## src/hw/rtl/obt_pkg.sv

```systemverilog
// shared constants, codes and record types for the top-of-book tracker
// no dependencies; imported by every module of the block except obt_ram
package obt_pkg;

    // order table depth, a power of two so the hash is a mask
    localparam int ORDER_SLOTS = 4096;
    localparam int SLOT_AW     = $clog2(ORDER_SLOTS);
    // price levels per side
    localparam int BOOK_LEVELS = 64;
    localparam int LVL_AW      = $clog2(BOOK_LEVELS);
    localparam int LVL_W       = $clog2(BOOK_LEVELS + 1);
    // front to back queue
    localparam int QUEUE_DEPTH = 2;
    localparam int QUEUE_AW    = $clog2(QUEUE_DEPTH);
    localparam int QUEUE_CW    = $clog2(QUEUE_DEPTH + 1);

    localparam logic       OP_ADD       = 1'b0;
    localparam logic       OP_CANCEL    = 1'b1;
    localparam logic [1:0] ST_DONE      = 2'd0;
    localparam logic [1:0] ST_FULL      = 2'd1;
    localparam logic [1:0] ST_NOT_FOUND = 2'd2;

    typedef struct packed {
        logic               valid;
        logic [63:0]        key;
        logic signed [63:0] price;
        logic [31:0]        qty;
        logic               side;
    } slot_rec_t;

    typedef struct packed {
        logic signed [63:0] price;
        logic [31:0]        qty;
    } level_t;

    // one classified item handed from the table front to the book back
    typedef struct packed {
        logic [1:0]         status;
        logic               do_book;
        logic               is_reduce;
        logic               side;
        logic signed [63:0] price;
        logic [31:0]        qty;
    } book_op_t;

endpackage

```

## src/hw/rtl/obt_queue.sv

```systemverilog
// short fifo of book operations between the table front and the book back
// depends on obt_pkg
module obt_queue
    import obt_pkg::*;
(
    input  logic     clk,
    input  logic     rst_n,
    input  logic     push,
    input  book_op_t push_op,
    input  logic     pop,
    output book_op_t pop_op,
    output logic     empty,
    output logic     full
);

    book_op_t              mem_reg [QUEUE_DEPTH];
    logic [QUEUE_AW-1:0]   wr_reg, wr_next;
    logic [QUEUE_AW-1:0]   rd_reg, rd_next;
    logic [QUEUE_CW-1:0]   cnt_reg, cnt_next;

    assign empty  = (cnt_reg == '0);
    assign full   = (cnt_reg == QUEUE_CW'(QUEUE_DEPTH));
    assign pop_op = mem_reg[rd_reg];

    always_comb
    begin
        wr_next  = wr_reg;
        rd_next  = rd_reg;
        cnt_next = cnt_reg;
        if (push)
        begin
            wr_next = (wr_reg == QUEUE_AW'(QUEUE_DEPTH - 1)) ? '0 : wr_reg + 1'b1;
        end
        if (pop)
        begin
            rd_next = (rd_reg == QUEUE_AW'(QUEUE_DEPTH - 1)) ? '0 : rd_reg + 1'b1;
        end
        if (push && !pop)
        begin
            cnt_next = cnt_reg + 1'b1;
        end
        else if (pop && !push)
        begin
            cnt_next = cnt_reg - 1'b1;
        end
    end

    always_ff @(posedge clk or negedge rst_n)
    begin
        if (!rst_n)
        begin
            wr_reg  <= '0;
            rd_reg  <= '0;
            cnt_reg <= '0;
        end
        else
        begin
            wr_reg  <= wr_next;
            rd_reg  <= rd_next;
            cnt_reg <= cnt_next;
        end
    end

    always_ff @(posedge clk)
    begin
        if (push)
        begin
            mem_reg[wr_reg] <= push_op;
        end
    end

endmodule

```

## config.mk

```make
export PLATFORM = sky130hd
export DESIGN_NAME = obt_queue
export DESIGN_NICKNAME = d
export VERILOG_FILES = /design/src/hw/rtl/obt_pkg.sv /design/src/hw/rtl/obt_queue.sv
export SDC_FILE = /design/constraint.sdc
export NUM_CORES = 1
export LEC_CHECK = 0
export BUFFER_PORTS_ARGS = -buffer_cell sky130_fd_sc_hd__buf_4
export CORE_ASPECT_RATIO = 0.75
export CORE_UTILIZATION = 47
export DETAILED_ROUTE_END_ITERATION = 8
export PLACE_DENSITY = 0.75
export SETUP_SLACK_MARGIN = 0.2
export SYNTH_ARGS = -nofsm -noshare
export SYNTH_HDL_FRONTEND = slang
export SYNTH_SLANG_ARGS = --single-unit
```

## constraint.sdc

```tcl
create_clock -name clk -period 5.6 [get_ports clk]
set_input_delay 1.12 -clock clk [delete_from_list [all_inputs] [get_ports clk]]
set_output_delay 1.12 -clock clk [all_outputs]
set_load 0.01 [all_outputs]
```

==> flow_summary.yaml <==
run_status:
  status: "complete, no violations"
power:
  power_density_mw_per_mm2: 507.6
  ir_drop_mv: 0.2602
  power_leakage_nw: 4.082
  pwr-share-seq: 0.434
  p_sw_mw: 1.382
  p_comb_frac: 0.305
  pwr-share-clk: 0.261
  power.share.switching: 0.2657
  finalPower_mw: 5.200
  cell_internal_pwr_mw: 3.818
synth:
  yosysSeqAreaShare: 0.7908
  post_synth_num_cell_types: 14
  ys_seq_elements: 206
  yosys_warnings: 0
  yosys.area.top_type: "edfxtp_1"
  yosys.area.top_type_share: 0.7779
  syn_inst: 330
  mappedNetlistArea_mm2: 0.007797
  synthTopCellsByArea: "edfxtp_1 (78%), mux2_4 (15%), mux2_2 (3.0%)"
  synth_fp_nets: 436
  syn_area_per_cell_um2: 23.63
drt:
  dr_total_vias: 3749
  routed_via_density: 4.831
  drt_iter0_drc: 192
  firstDrtPassIters: 4
  drc: 0
  final_antenna_net_count: 0
  routedWlPerCell_um: 18.10
  routed_wirelength_um: 14050
clocking:
  root_buffer: "clkbuf_16"
  cts.path.max_buffers: 3
  numCtsBuffers: 21
  clk_latency_ps: 480
  clkTransAtPathRegs_ps: 60
  postCtsSetupBuffers: 0
  cts_htree_levels: 1
  cts_resized: 0
  cts-hold-fix-buffers: 0
  cts_num_sinks: 206
  cts_tree: "built"
place:
  finalWeightedCongestion: 0.7221
  pre_cts_ws_ps: 2384
  placed_area_mm2: 0.009570
  dp_hpwl_um: 9405
  port_buffers: 207
  placed_cells: 741
global_routing:
  grt.overflow.total: 0
  grt_pass1_wl_um: 20670
  grt_max_degree: 69
  grt_antenna_before_repair: 0
  grt_pass1_vias: 3872
  grt_usage: 0.1598
timing:
  period_needed_ps: 3713
  rsz0062_at_grt: "false"
  tightest_slew_ps: 1182
  max_slew_margin: 0.2119
  hold_viol_final: 0
  final-max-slew-violation-count: 0
  finClkSkew_ps: 6.341
  whs_ps: 423.0
  finalCritPeriodShare: 0.6631
  setup_tns_ps: 0
  setup_slack_ps: 1887
  fmax_ghz: 0.2693
  setup_viol: 0
critical_path:
  rr_startpoint: "wr_reg"
  critPathTopFamily: "flip-flops"
  cp_num_cells: 3
  crit_required_ps: 4480
  crit_path_end_kind: "primary output"
  path_class: "register to primary output"
  r2r_cells: 2
  crit_buf_inv: 2
  startpoint: "rd_reg"
  crit_slowest_cell: "dfrtp_4"
  cp_cell_sequence: "buf_12, mux2_4, buf_4"
  cp-start-kind: "register"
  path_max_fanout: 68
  arrival_ps: 2590
  slowest_delay_ps: 1210
floorplan:
  start_util: 0.4839
  rows: 40
  design.die.area_mm2: 0.01711
  dieWidth_um: 150.7
  coreArea_mm2: 0.01612
  die_h_um: 113.5
  ios: 208
run:
  drv_cap: 0
cells_and_area:
  largest_reg_flops: 202
  final_core_util: 0.6356
  final_cell_mix: "buf_4 (211), edfxtp_1 (202), mux2_4 (80), mux2_2 (21), clkbuf_16 (21)"
  diodes: 0
  syn2layout_area_growth_pct: 31.37
  stdcell_area_mm2: 0.01024
  final_common_cell: "buf_4"
  layout-drive-gt1-share: 0.6113
  layout.nets: 660
  stdcell_count: 776
hold_path:
  hold_path.class: "input pin to async pin"
## cells in the mapped netlist
library cell / count
mux2_4: 80
xnor2_1: 1
buf_4: 1
and2_1: 1
nor2b_1: 2
ha_1: 1
dfrtp_1: 4
edfxtp_1: 202
buf_6: 8
mux2_2: 21
inv_1: 1
nor2_1: 2
buf_2: 2
xor2_1: 4
## worst register-to-register path, stage by stage (launching register included)
cell,delay (ps)
dfrtp_1,430
and2_4,780
buf_4,580
## power groups by stage
stage | logic, mW | registers, mW | clock network (mW)
after floorplan | 1.08 | 2.16 | 0
after global placement | 1.59 | 2.27 | 0
after detailed placement | 1.61 | 2.29 | 0
after CTS | 1.62 | 2.26 | 1.40
after global routing | 1.69 | 2.29 | 1.46
final | 1.59 | 2.25 | 1.36
## metal layers
| metal | wire [um] | share of wire | up-vias | track usage |
|---|---|---|---|---|
| li1 | - | - | 1755 | - |
| met2 | 6312 | 0.45 | 171 | 0.2486 |
| met4 | 249 | 0.018 | 0 | 0.03933 |
| met1 | 6126 | 0.44 | 1800 | 0.2143 |
| met3 | 1357 | 0.097 | 23 | 0.05840 |
| met5 | 0 | 0 | - | 0 |
## cell type report
cell class	count	area, um^2
sequential	206	6170
fill	1149	5872
timing repair buffer	212	1604
multi-input combinational	112	1530
clock buffer	24	536.8
tap	210	262.8
clock inverter	11	136.4
inverter	1	3.754
## path summary, 6_finish.rpt
check | endpoint | slack, ps
max | pop_op[22] | 1890
min | rd_reg | 420
max reg2reg | mem_reg[1][29] | 3430
min reg2reg | cnt_reg[1] | 510
max in group asynchronous | rd_reg | 5060
min in group clk | cnt_reg[1] | 510
## logic make-up after synthesis
logic type,Yosys count,synth area share
multiplexers,101,0.1844
flip-flops,206,0.7908
XOR/XNOR,5,0.005616
adder cells (fa/ha/maj),1,0.001604
buffers and inverters,12,0.01428
AND/OR/NAND/NOR,5,0.003370
Note: power is estimated with default switching activity, not from simulation.
